File: src/hdl/ihc_pkg.sv
// Shared types and constants for the index header checker.
// Used by the front end, the token queue, the back end and the top level.
// No dependencies.
package ihc_pkg;

   // Header marker word that selects little-endian tables
   localparam logic [15:0] LE_MARKER = 16'h8001;

   // Token queue between front and back
   localparam int QUEUE_DEPTH = 4;
   localparam int QPTR_W      = $clog2(QUEUE_DEPTH);
   localparam int QCNT_W      = $clog2(QUEUE_DEPTH + 1);

   // Table word index: both tables hold at most 2 * 65535 words
   localparam int IDX_W = 17;
   // Payload start: header plus 4 bytes per entry
   localparam int PAY_W = 19;
   // Compressed total plus payload start, and target offset
   localparam int SUM_W = 33;

   localparam logic [PAY_W-1:0] HDR_SHORT = PAY_W'(2);
   localparam logic [PAY_W-1:0] HDR_LONG  = PAY_W'(4);
   localparam logic [31:0]      MIN_ABS   = 32'd2;
   localparam logic [31:0]      MIN_LE    = 32'd4;

   // Register indexes on the csr channel
   localparam logic [1:0] CSR_FILE_SIZE   = 2'd0;
   localparam logic [1:0] CSR_TARGET      = 2'd1;
   localparam logic [1:0] CSR_COUNT_LIMIT = 2'd2;
   localparam logic [1:0] CSR_MIN_BYTES   = 2'd3;

   typedef enum logic [1:0] {
      ST_OK        = 2'd0,
      ST_TOO_SMALL = 2'd1,
      ST_BAD_COUNT = 2'd2,
      ST_OVERFLOW  = 2'd3
   } status_type;

   typedef enum logic [1:0] {
      ES_OK       = 2'd0,
      ES_RANGE    = 2'd1,
      ES_SPAN     = 2'd2,
      ES_NOT_EVAL = 2'd3
   } entry_status_type;

   // What the front end decoded from one byte
   typedef enum logic [2:0] {
      TK_SKIP   = 3'd0,
      TK_FIRST  = 3'd1,
      TK_MARKER = 3'd2,
      TK_COUNT  = 3'd3,
      TK_WORD   = 3'd4
   } tok_kind_type;

   typedef struct packed {
      tok_kind_type     kind;
      logic             last;
      logic [15:0]      word;
      logic [IDX_W-1:0] idx;
   } tok_type;

   typedef struct packed {
      logic [31:0] file_size;
      logic [15:0] target_entry;
      logic [15:0] count_limit;
      logic [15:0] min_file_bytes;
   } cfg_type;

   // Result item; last member sits in the lowest bits
   typedef struct packed {
      logic [15:0]      entry_decompressed;
      logic [15:0]      entry_compressed;
      logic [31:0]      entry_offset;
      logic [15:0]      largest_decompressed;
      logic [15:0]      largest_compressed;
      logic [31:0]      sum_decompressed;
      logic [31:0]      sum_compressed;
      logic [PAY_W-1:0] payload_start;
      logic [15:0]      entry_count;
      logic             little_endian;
      entry_status_type entry_status;
      status_type       status;
   } rsp_type;

endpackage

File: src/hdl/ihc_back.sv
// Back end: header checks, size table totals, target span, result register.
// Depends on ihc_pkg for token, configuration and result types.
module ihc_back
   import ihc_pkg::*;
(
   input  logic    clock,
   input  logic    reset,
   input  cfg_type cfg,
   input  logic    tok_valid,
   output logic    tok_ready,
   input  tok_type tok,
   output logic    rsp_tvalid,
   input  logic    rsp_tready,
   output rsp_type rsp_tdata
);

   logic             decided_ff, decided_in;
   logic             marker_ff, marker_in;
   logic [15:0]      count_ff, count_in;
   logic [PAY_W-1:0] pay_ff, pay_in;
   logic [31:0]      ctot_ff, ctot_in;
   logic [31:0]      dtot_ff, dtot_in;
   logic [15:0]      cpeak_ff, cpeak_in;
   logic [15:0]      dpeak_ff, dpeak_in;
   logic [SUM_W-1:0] cp_ff, cp_in;     // compressed total plus payload start
   logic [SUM_W-1:0] off_ff, off_in;   // payload start plus sizes before target
   logic [15:0]      tc_ff, tc_in;
   logic [15:0]      td_ff, td_in;
   logic             rsp_valid_ff;
   rsp_type          rsp_ff, rsp_in;

   logic             pop, load_rsp, fail, ok;
   status_type       fail_code;
   logic [PAY_W-1:0] pay_new;
   logic [SUM_W:0]   cp_sum, span_end;
   logic [IDX_W-1:0] dec_idx;

   assign tok_ready  = ~rsp_valid_ff | rsp_tready;
   assign pop        = tok_valid & tok_ready;
   assign rsp_tvalid = rsp_valid_ff;
   assign rsp_tdata  = rsp_ff;

   always_comb begin
      pay_new = (marker_ff ? HDR_LONG : HDR_SHORT) + {1'b0, tok.word, 2'b00};
      cp_sum  = {1'b0, cp_ff} + (SUM_W + 1)'(tok.word);
      dec_idx = tok.idx - {1'b0, count_ff};
   end

   // Stream state update for one token
   always_comb begin
      decided_in = decided_ff;
      marker_in  = marker_ff;
      count_in   = count_ff;
      pay_in     = pay_ff;
      ctot_in    = ctot_ff;
      dtot_in    = dtot_ff;
      cpeak_in   = cpeak_ff;
      dpeak_in   = dpeak_ff;
      cp_in      = cp_ff;
      off_in     = off_ff;
      tc_in      = tc_ff;
      td_in      = td_ff;
      fail       = 1'b0;
      fail_code  = ST_TOO_SMALL;
      ok         = 1'b0;
      if (!decided_ff) begin
         case (tok.kind)
            TK_FIRST: begin
               if (cfg.file_size < 32'(cfg.min_file_bytes) || cfg.file_size < MIN_ABS) begin
                  fail = 1'b1;
               end
            end
            TK_MARKER: begin
               marker_in = 1'b1;
               if (cfg.file_size < MIN_LE) begin
                  fail = 1'b1;
               end
            end
            TK_COUNT: begin
               count_in = tok.word;
               pay_in   = pay_new;
               cp_in    = SUM_W'(pay_new);
               off_in   = SUM_W'(pay_new);
               if (tok.word == '0 || tok.word > cfg.count_limit) begin
                  fail      = 1'b1;
                  fail_code = ST_BAD_COUNT;
               end else if (32'(pay_new) > cfg.file_size) begin
                  fail = 1'b1;
               end
            end
            TK_WORD: begin
               if (tok.idx < {1'b0, count_ff}) begin
                  // compressed table
                  ctot_in = ctot_ff + 32'(tok.word);
                  cp_in   = cp_sum[SUM_W-1:0];
                  if (tok.word > cpeak_ff) cpeak_in = tok.word;
                  if (tok.idx < {1'b0, cfg.target_entry}) begin
                     off_in = off_ff + SUM_W'(tok.word);
                  end
                  if (tok.idx == {1'b0, cfg.target_entry}) tc_in = tok.word;
                  if (cp_sum > (SUM_W + 1)'(cfg.file_size)) begin
                     fail      = 1'b1;
                     fail_code = ST_OVERFLOW;
                  end
               end else begin
                  // decompressed table
                  dtot_in = dtot_ff + 32'(tok.word);
                  if (tok.word > dpeak_ff) dpeak_in = tok.word;
                  if (dec_idx == {1'b0, cfg.target_entry}) td_in = tok.word;
               end
               if (!fail && ({1'b0, tok.idx} + (IDX_W + 1)'(1)) >= {1'b0, count_ff, 1'b0}) begin
                  ok = 1'b1;
               end
            end
            default: begin
            end
         endcase
         // Archive ended before the outcome was known
         if (tok.last && !fail && !ok) begin
            fail      = 1'b1;
            fail_code = ST_TOO_SMALL;
         end
      end
      decided_in = decided_in | fail | ok;
   end

   assign load_rsp = pop & (fail | ok);
   assign span_end = {1'b0, off_in} + (SUM_W + 1)'(tc_in);

   // Result assembly
   always_comb begin
      rsp_in              = '0;
      rsp_in.status       = fail ? fail_code : ST_OK;
      rsp_in.entry_status = ES_NOT_EVAL;
      if (!fail) begin
         rsp_in.little_endian        = marker_in;
         rsp_in.entry_count          = count_in;
         rsp_in.payload_start        = pay_in;
         rsp_in.sum_compressed       = ctot_in;
         rsp_in.sum_decompressed     = dtot_in;
         rsp_in.largest_compressed   = cpeak_in;
         rsp_in.largest_decompressed = dpeak_in;
         if (cfg.target_entry >= count_in) begin
            rsp_in.entry_status = ES_RANGE;
         end else if (span_end > (SUM_W + 1)'(cfg.file_size)) begin
            rsp_in.entry_status = ES_SPAN;
         end else begin
            rsp_in.entry_status       = ES_OK;
            rsp_in.entry_offset       = off_in[31:0];
            rsp_in.entry_compressed   = tc_in;
            rsp_in.entry_decompressed = td_in;
         end
      end
   end

   // Stream state; cleared by the last byte of an archive
   always_ff @(posedge clock) begin
      if (reset) begin
         decided_ff <= 1'b0;
         marker_ff  <= 1'b0;
         count_ff   <= '0;
         pay_ff     <= '0;
         ctot_ff    <= '0;
         dtot_ff    <= '0;
         cpeak_ff   <= '0;
         dpeak_ff   <= '0;
         cp_ff      <= '0;
         off_ff     <= '0;
         tc_ff      <= '0;
         td_ff      <= '0;
      end else if (pop) begin
         if (tok.last) begin
            decided_ff <= 1'b0;
            marker_ff  <= 1'b0;
            count_ff   <= '0;
            pay_ff     <= '0;
            ctot_ff    <= '0;
            dtot_ff    <= '0;
            cpeak_ff   <= '0;
            dpeak_ff   <= '0;
            cp_ff      <= '0;
            off_ff     <= '0;
            tc_ff      <= '0;
            td_ff      <= '0;
         end else begin
            decided_ff <= decided_in;
            marker_ff  <= marker_in;
            count_ff   <= count_in;
            pay_ff     <= pay_in;
            ctot_ff    <= ctot_in;
            dtot_ff    <= dtot_in;
            cpeak_ff   <= cpeak_in;
            dpeak_ff   <= dpeak_in;
            cp_ff      <= cp_in;
            off_ff     <= off_in;
            tc_ff      <= tc_in;
            td_ff      <= td_in;
         end
      end
   end

   // Output register
   always_ff @(posedge clock) begin
      if (reset) begin
         rsp_valid_ff <= 1'b0;
      end else if (load_rsp) begin
         rsp_valid_ff <= 1'b1;
      end else if (rsp_tready) begin
         rsp_valid_ff <= 1'b0;
      end
   end

   always_ff @(posedge clock) begin
      if (load_rsp) begin
         rsp_ff <= rsp_in;
      end
   end

`ifndef SYNTHESIS
   // The last byte always leaves the stream undecided for the next archive
   a_last_clears: assert property (@(posedge clock) disable iff (reset)
      pop && tok.last |=> !decided_ff)
      else $error("stream state not cleared after last byte");

   // At most one result per archive
   a_one_result: assert property (@(posedge clock) disable iff (reset)
      load_rsp |-> !decided_ff)
      else $error("second result for one archive");

   // A failed result carries nothing but its status
   a_fail_clean: assert property (@(posedge clock) disable iff (reset)
      rsp_valid_ff && rsp_ff.status != ST_OK |->
         rsp_ff.entry_status == ES_NOT_EVAL && rsp_ff.entry_count == '0)
      else $error("failed result carries stale fields");
`endif

endmodule

File: config.mk
export PLATFORM = sky130hd
export DESIGN_NAME = ihc_back
export DESIGN_NICKNAME = d
export VERILOG_FILES = /design/src/hdl/ihc_pkg.sv /design/src/hdl/ihc_back.sv
export SDC_FILE = /design/constraint.sdc
export NUM_CORES = 1
export LEC_CHECK = 0
export BUFFER_PORTS_ARGS = -buffer_cell sky130_fd_sc_hd__buf_2
export CAP_MARGIN = 0
export CORE_ASPECT_RATIO = 1.1
export CORE_MARGIN = 10
export CORE_UTILIZATION = 50
export DETAILED_ROUTE_END_ITERATION = 12
export GPL_ROUTABILITY_DRIVEN = 0
export PLACE_DENSITY_LB_ADDON = 0.15
export SYNTH_ARGS = -nofsm -noshare
export SYNTH_HDL_FRONTEND = slang
export SYNTH_SLANG_ARGS = --single-unit
File: constraint.sdc
create_clock -name clock -period 41.3 [get_ports clock]
set_input_delay 2.065 -clock clock [delete_from_list [all_inputs] [get_ports clock]]
set_output_delay 2.065 -clock clock [all_outputs]
set_load 0.02 [all_outputs]
======== Yosys cells after proc, flatten, opt, wreduce, memory -nomap -nowiden ========
Cells that the tools add are included.
operators by class
  reductions and logical operators ........ 15
  magnitude comparators ................... 13
  bitwise operators ....................... 8
  muxes and demuxes ....................... 74
  add/sub/neg operators ................... 8
  equality and inequality tests ........... 8
operator list
  cell                                                                    count
  16-bit two-way mux                                                      23
  32-bit two-way mux                                                      8
  33-bit two-way mux                                                      7
  33-bit case mux with 2 select lines                                     2
  33-bit by 16-bit adder with 34-bit output                               2
  34-bit by 32-bit greater-than comparator with 1-bit output              2
  32-bit by 16-bit adder with 32-bit output                               2
  19-bit two-way mux                                                      3
  16-bit greater-than comparator                                          3
  17-bit by 16-bit equality test with 1-bit output                        2
  17-bit by 16-bit < comparator with 1-bit output                         2
  33-bit by 16-bit adder with 33-bit output                               1
  19-bit by 32-bit greater-than comparator with 1-bit output              1
  32-bit by 16-bit < comparator with 1-bit output                         1
  32-bit by 2-bit < comparator with 1-bit output (second input constant)  1
  32-bit by 3-bit < comparator with 1-bit output (second input constant)  1
  1-bit two-way mux                                                       23
  3-bit by 18-bit adder with 19-bit output                                1
  17-bit by 1-bit adder with 18-bit output (second input constant)        1
  18-bit by 17-bit greater-or-equal comparator with 1-bit output          1
  17-bit by 16-bit subtractor with 17-bit output                          1
  16-bit greater-or-equal comparator                                      1
  16-bit logical NOT                                                      1
  2-bit two-way mux                                                       5
  19 further kinds                                                        31
word-level totals
  flip-flop bits (word level) ............. 432
  output and inout bits ................... 202
  input port bits ......................... 121
  word-level logic and storage cells ...... 153

======== Depth between registers and ports, before layout ========
Gate-level depths: netlist of the first run.
  depth in word-level cells ............... 18
  mapped depth ............................ 38
  depth with buffers taken out ............ 35

======== Least setup slack after synthesis of the first run ========
No wires, ideal clock.
  kind .................................... input to register
  from .................................... input tok[17] in the netlist's numbering
  to ...................................... register rsp_ff (netlist bit rsp_tdata[0]) (enable)
  arrival ................................. 19,079 ps
  library setup time ...................... 1,007 ps
  path buffers ............................ 1
  required time ........................... 40,293 ps
  path slack .............................. 21,214 ps
  cell stages on the path ................. 19
  cell sequence ........................... ha_1 -> fa_1 -> a211oi_1 -> o21ai_0 -> a31o_2 -> o21a_1 -> clkbuf_1 -> nand2_1 -> xnor2_1 -> ha_1 -> nand4_1 -> nor4_1 -> nand2_1 -> nand2_1 -> a311oi_1 -> o32ai_1 -> a211oi_1 -> and3_1 -> nor3_1
between the ends
  word-level cells in the longest chain between the ends .. 17
  elaborated cells on any way between the ends .. 29
  those cells by class .................... add/sub: 2; order compare: 3; mux: 14; bitwise: 2; reduce/logical: 8
ends and longest elaborated chain
  item                                                        line             RTL
  start: declaration                                          ihc_back.sv:11   input tok_type tok,
  33-bit by 16-bit adder with 34-bit output                   ihc_back.sv:45   cp_sum = {1'b0, cp_ff} + (SUM_W + 1)'(tok.word);
  34-bit by 32-bit greater-than comparator with 1-bit output  ihc_back.sv:101  if (cp_sum > (SUM_W + 1)'(cfg.file_size)) begin
  1-bit two-way mux                                           ihc_back.sv:101
  1-bit two-way mux                                           ihc_back.sv:92   if (tok.idx < {1'b0, count_ff}) begin
  1-bit two-way mux                                           ihc_back.sv:67   case (tok.kind)
  1-bit two-way mux                                           ihc_back.sv:66   if (!decided_ff) begin
  1-bit logical NOT                                           ihc_back.sv:111  if (!fail && ({1'b0, tok.idx} + (IDX_W + 1)'(1)) >= {1'b0, count_ff, 1'b0}) begin
  1-bit logical AND                                           ihc_back.sv:111
  [... 2 more ...]                                            -
  1-bit two-way mux                                           ihc_back.sv:66
  1-bit logical NOT                                           ihc_back.sv:119  if (tok.last && !fail && !ok) begin
  1-bit logical AND                                           ihc_back.sv:119
  1-bit two-way mux                                           ihc_back.sv:119
  1-bit two-way mux                                           ihc_back.sv:66
  1-bit OR *                                                  ihc_back.sv:127  assign load_rsp = pop & (fail | ok);
  1-bit AND *                                                 ihc_back.sv:127
  net load_rsp                                                ihc_back.sv:32   logic pop, load_rsp, fail, ok;
  end signal: assignment                                      ihc_back.sv:215  rsp_ff <= rsp_in;
  end: declaration                                            ihc_back.sv:30   rsp_type rsp_ff, rsp_in;
Mark *: on every way through the listed nets, which the timed path passes. The rest lies on a longest branch. The select of a mux whose other input is x is not followed.
A chain may end at the register's enable or synchronous reset.

======== Final worst setup path of the first run ========
  from .................................... input tok[10] in the netlist's numbering
  to ...................................... register rsp_ff (netlist bit rsp_tdata[199]) (data pin)
between the ends
  elaborated cells on any way between the ends .. 38
  those cells by class .................... add/sub: 3; order compare: 4; eq/ne: 2; mux: 22; reduce/logical: 7
RTL lines
  item                                                                                                     line             RTL
  parallel branches: the longest is 2 deep, another holds 17-bit by 16-bit < comparator with 1-bit output  -
  16-bit two-way mux *                                                                                     ihc_back.sv:92
  16-bit two-way mux *                                                                                     ihc_back.sv:67
  16-bit two-way mux *                                                                                     ihc_back.sv:66
  net tc_in[2]                                                                                             ihc_back.sv:27   logic [15:0] tc_ff, tc_in;
  33-bit by 16-bit adder with 34-bit output *                                                              ihc_back.sv:128  assign span_end = {1'b0, off_in} + (SUM_W + 1)'(tc_in);
  34-bit by 32-bit greater-than comparator with 1-bit output *                                             ihc_back.sv:145  end else if (span_end > (SUM_W + 1)'(cfg.file_size)) begin
  3-bit OR reduction (no source line) *                                                                    -
Mark *: on every way through the listed nets, which the timed path passes. The select of a mux whose other input is x is not followed.

==> results of run 1 <==
tightest hold or removal path: cells and delay by family (launching register included):
family           cells  cell delay [ps]
flip-flops           1              310
AND/OR/NAND/NOR      1               50
AO/OA/AOI/OAI        1               50
cell type report:
| class | count | share of cell area |
|---|---|---|
| clock buffer | 63 | 0.0403 |
| timing repair buffer | 376 | 0.0613 |
| tap | 752 | 0.0285 |
| multi-input combinational | 2577 | 0.519 |
| sequential | 432 | 0.323 |
| clock inverter | 27 | 0.00884 |
| antenna | 1 | 0.0000759 |
| inverter | 170 | 0.0193 |
cells by family after synthesis:
logic type	after synthesis	synth area share
buffers and inverters	329	0.0436
flip-flops	432	0.368
AO/OA/AOI/OAI	800	0.177
XOR/XNOR	184	0.0557
multiplexers	81	0.0293
AND/OR/NAND/NOR	1214	0.196
adder cells (fa/ha/maj)	298	0.130
cell usage after synthesis (13+ instances only):
cell / n
nor2_1: 525
ha_1: 292
a21oi_1: 255
nand2_1: 244
dfxtp_1: 232
edfxtp_1: 200
inv_1: 170
a22oi_1: 137
clkbuf_1: 137
xnor2_1: 125
o21ai_0: 118
nand3_1: 66
mux2i_1: 60
nor2b_1: 60
xor2_1: 59
a21o_1: 58
nand4_1: 57
nor3_1: 52
and3_1: 47
nand2b_1: 36
a31oi_1: 35
a211oi_1: 34
nor4_1: 29
o21a_1: 29
and2_1: 21
o211ai_1: 20
mux2_2: 19
nor3b_1: 19
and4_1: 13
or3_1: 13
flip-flops by register name, summed over array words and instances (netlist names):
| name | flops |
|---|---|
| cp_ff | 33 |
| rsp_tvalid | 1 |
| decided_ff | 1 |
| pay_ff | 19 |
| ctot_ff | 32 |
| marker_ff | 1 |
| dtot_ff | 32 |
| td_ff | 16 |
| dpeak_ff | 16 |
| rsp_tdata | 200 |
| tc_ff | 16 |
| off_ff | 33 |
| count_ff | 16 |
| cpeak_ff | 16 |
per-stage QoR:
step	worst slack [ps]	cells
floorplan	21210	3338
global placement	30030	4307
CTS	30350	4397
global route	29370	4398
finish	30170	4398
detailed placement	29770	4307
per-layer routing:
metal  track usage  up-vias
li1              -    12600
met1         0.340    12800
met2         0.465     1208
met3        0.0453      300
met4         0.169        0
met5             0        -
path summary, 6_finish.rpt:
kind | from | endpoint | slack [ps] | depth (start not counted)
hold reg to reg | cp_ff[15] | cp_ff[15] | 460 | 2
setup reg to reg | count_ff[10] | rsp_tdata[199] | 31340 | 33
setup / recovery | tok[10] | rsp_tdata[199] | 30170 | 33
hold / removal | cp_ff[15] | cp_ff[15] | 460 | 2
layout by cell type, fill, tap and decap left out, types with 36 or more instances in the layout:
master	n
a21o_1	58
a21oi_1	254
a22oi_1	137
and3_1	47
buf_2	321
buf_4	54
clkbuf_16	50
dfxtp_1	232
edfxtp_1	200
ha_1	292
inv_1	170
mux2i_1	60
nand2_1	242
nand2b_1	36
nand3_1	66
nand4_1	57
nor2_1	523
nor2b_1	60
nor3_1	49
o21ai_0	118
xnor2_1	125
xor2_1	59
power by group through the flow:
stage / Clock [mW] / Combinational (mW) / Sequential [mW]
after floorplan: 0 / 0.0893 / 0.490
after detailed placement: 0 / 0.162 / 0.474
after CTS: 0.451 / 0.163 / 0.465
after global routing: 0.470 / 0.178 / 0.465
after global placement: 0 / 0.158 / 0.474
final: 0.446 / 0.165 / 0.465
==> results.cfg, run 1 <==
[pwr]
power_frac_seq = 0.432
swShare = 0.285
powerDensity_mw_per_mm2 = 32.6
power_mw = 1.08
p_int_mw = 0.769
ir_drop_v = 0.0000311
p_leak_nw = 13.7
p_switching_mw = 0.307
pwr-share-comb = 0.153
pwr-share-clk = 0.415

[synthesis]
synth_area_per_cell_sq_um = 8.67
synth_edf_count = 200
synth_area_sq_mm = 0.0289
yosysTopAreaCellShare = 0.207
synthCells = 3338
yosysTopAreaCell = edfxtp_1
async_flop_share = 0
yosysWarnings = 0
ys_ff_latch = 432
yosys-top-cells-area = edfxtp_1 21%, dfxtp_1 16%, ha_1 13%
syn-num-nets = 3757
synth_top_flop_cell = dfxtp_1
ys_seq_area_frac = 0.368
synth_cell_types = 82

[cts]
post_cts_buffers = 0
clock-sinks = 432
cts_made_buffers = 48
postCtsHoldBufs = 0
cts_tree = yes
cts.root.buffer_cell = clkbuf_16
worstSkewPairLatency_ps = 610
clk_path_buf_depth = 3
clkTransAtPathRegs_ps = 70
cts.repair.resized = 0
htree_levels = 2

[critical_path]
cp_data_required_time_ps = 41630
cp_common_cell = a21oi_1
arrival_ps = 11460
startpoint_type = input pin
end_kind = flop
critPathSlowestCell = a2111oi_0
worst-path-buf-inv = 3
path_max_fanout = 46
critPathMaxStageDelay_ps = 870
critPathTopFamily = simple AND/OR/NAND/NOR gates
worst-setup-path-type = input pin to flop

[layout]
regArea_sq_mm = 0.0107
synthToLayoutAreaGrowth_pct = 14.0
finalInstanceArea_sq_mm = 0.0330
fillCellCount = 5178
utilization = 0.575
nNetsFinal = 4024
multi_input_area_sq_mm = 0.0171
layout-drive-gt1-share = 0.137

[global_route]
grt.total_usage = 0.281
gr-total-overflow = 0
antenna_found_initial = 1
grt_pass1_wl_mm = 152
grt_start_max_net_pins = 85
grt_pass1_vias = 26500

[floorplanning]
core_sq_mm = 0.0573
dieArea_sq_mm = 0.0679
die_w_um = 249
die_h_um = 272
ios = 323
rows = 92
start_util = 0.505

[routing]
met2_length_mm = 46.5
drc = 0
drt-initial-drc-count = 2576
met3_length_mm = 7.48
wirelength_mm = 99.7
met1_length_mm = 39.5
drt_pass1_iterations = 6
highest_layer = met4
drtAntennaViolNets = 0
wl_per_cell_um = 22.7
num_vias = 26900
drt-vias-per-instance = 6.12

[placed_design]
placed_cell_area_sq_mm = 0.0314
dp_hpwl_mm = 72.5
port_buffers = 322

[timing]
rsz0062_at_grt = false
drv_slew = 0
relSlewSlack = 0.142
max_freq_ghz = 0.0899
final.min_clock_period_ps = 11130
worstMarginPinSlew_ps = 1270
holdWs_ps = 460
setup_viol = 0
fin_worst_skew_ps = 19.8
min_period_over_period = 0.269
hold_viol_final = 0
tns_ps = 0

[run_status]
status = finished clean

[job]
cap_viol_max_count = 0

[min_path]
hold_class = flop to flop
(Power assumes the default switching activity.)
==> run 2: changes to the inputs <==
==> constraint.sdc (replaced) <==
create_clock -name clock -period 11.5 [get_ports clock]
set_input_delay 0.575 -clock clock [delete_from_list [all_inputs] [get_ports clock]]
set_output_delay 0.575 -clock clock [all_outputs]
set_load 0.02 [all_outputs]
==> results.cfg, run 2 (synthesized netlist as in run 1, its figures left out) <==
[floorplanning]
dieArea_sq_mm = 0.0679
die_w_um = 249
die_h_um = 272
core_sq_mm = 0.0573
rows = 92
ios = 323
start_util = 0.505

[routing]
drtAntennaViolNets = 0
met3_length_mm = 8.55
met1_length_mm = 39.8
drt-vias-per-instance = 6.15
highest_layer = met4
met2_length_mm = 45.7
wirelength_mm = 100
drt-initial-drc-count = 2625
wl_per_cell_um = 22.8
num_vias = 27000
drt_pass1_iterations = 6
drc = 0

[cts]
cts.root.buffer_cell = clkbuf_16
clock-sinks = 432
postCtsHoldBufs = 0
post_cts_buffers = 0
clkTransAtPathRegs_ps = 60
cts.repair.resized = 0
clk_path_buf_depth = 3
cts_tree = yes
worstSkewPairLatency_ps = 610
cts_made_buffers = 47
htree_levels = 2

[layout]
utilization = 0.576
multi_input_area_sq_mm = 0.0171
layout-drive-gt1-share = 0.138
largest_reg_flops = 200
final_cell_mix = 523 x nor2_1, 321 x buf_2, 292 x ha_1
synthToLayoutAreaGrowth_pct = 14.1
final_common_cell = nor2_1
nNetsFinal = 4020
regArea_sq_mm = 0.0107
fillCellCount = 5155

[global_route]
grt_pass1_wl_mm = 153
grt.total_usage = 0.283
antenna_found_initial = 3
grt_start_max_net_pins = 82
grt_pass1_vias = 26300
gr-total-overflow = 0

[critical_path]
path_max_fanout = 47
r2r_start = count_ff[2]
worst-setup-path-type = flop to flop
startpoint_type = flop
crit_path_start = count_ff[2]
critPathMaxStageDelay_ps = 750
arrival_ps = 10080
cp_data_required_time_ps = 11830
r2r_cells = 34
reg2reg_to = rsp_tdata[179]
critPathSlowestCell = and3_1
r2r_slack_ps = 1750
end_kind = flop

[pwr]
pwr-share-clk = 0.423
p_switching_mw = 1.10
swShare = 0.281
powerDensity_mw_per_mm2 = 119
power_frac_seq = 0.425
p_int_mw = 2.82
power_mw = 3.92
p_leak_nw = 13.7
ir_drop_v = 0.0000825
pwr-share-comb = 0.151

[timing]
min_period_over_period = 0.848
tns_ps = 0
postLayoutSetupSlackWorst_ps = 1750
final.min_clock_period_ps = 9750
drv_slew = 0
worstMarginPinSlew_ps = 1200
max_freq_ghz = 0.103
setup_viol = 0
relSlewSlack = 0.198
rsz0062_at_grt = false
fin_worst_skew_ps = 32.9
hold_viol_final = 0

[placed_design]
port_buffers = 322
pre_cts_slack_ps = 1460
dp_hpwl_mm = 73.3

[job]
cap_viol_max_count = 0

[min_path]
hold-path-endpoint = rsp_tvalid
hold_class = input pin to flop
holdPathStages = 3
hp-start = tok_valid

[run_status]
status = finished clean
run 2: cell count changes in the layout (fill, tap and decap cells not counted), sizes merged, moves of 3 or more:
cell / change
clkinvlp: +3
bufinv: +5
buf: -4
clkbuf: -9
clkinv: -3
run 2: metrics by stage:
step	area (sq um)	hold slack [ps]	cells
final	33000	283	4393
after global routing	33000	290	4392
after CTS	33000	257	4390
after detailed placement	31300	446	4303
after global placement	31300	443	4303
after floorplan	29000	432	3338
run 2: worst max-delay path by stage:
stage                     endpoint  slack, ps  cells after the start
finish              rsp_tdata[179]       1750                     34
global route        rsp_tdata[179]       1180                     34
CTS                 rsp_tdata[184]       1710                     33
detailed placement  rsp_tdata[137]       1460                     33
global placement    rsp_tdata[175]       1830                     35
floorplan             rsp_tdata[0]       2190                     19
run 2: cell type report:
type,instances,area share
Antenna cell,2,0.000151
Clock buffer,54,0.0367
Clock inverter,33,0.0142
Inverter,170,0.0193
Multi-Input combinational cell,2577,0.518
Sequential cell,432,0.322
Tap cell,752,0.0285
Timing Repair Buffer,373,0.0607
run 2: per-layer routing:
| layer | GRT usage | vias to the layer above |
|---|---|---|
| met4 | 0.161 | 0 |
| met2 | 0.465 | 1247 |
| met5 | 0 | - |
| met1 | 0.345 | 12900 |
| met3 | 0.0508 | 298 |
| li1 | - | 12600 |
run 2: worst max-delay path, delay by kind of cell (launching register included):
family          cells  cell delay [ps]
fa+ha+maj           3             1060
simple gates       13             3120
compound gates     11             2460
flops               1              360
buf+inv             4             1270
xor+xnor            1              190
mux                 2              960
run 2: power groups by stage:
stage | Sequential [mW] | Combinational (mW) | Clock (mW)
after floorplan | 1.74 | 0.321 | 0
after detailed placement | 1.70 | 0.584 | 0
after global placement | 1.70 | 0.567 | 0
final | 1.67 | 0.594 | 1.66
after global routing | 1.67 | 0.643 | 1.74
after CTS | 1.67 | 0.586 | 1.68
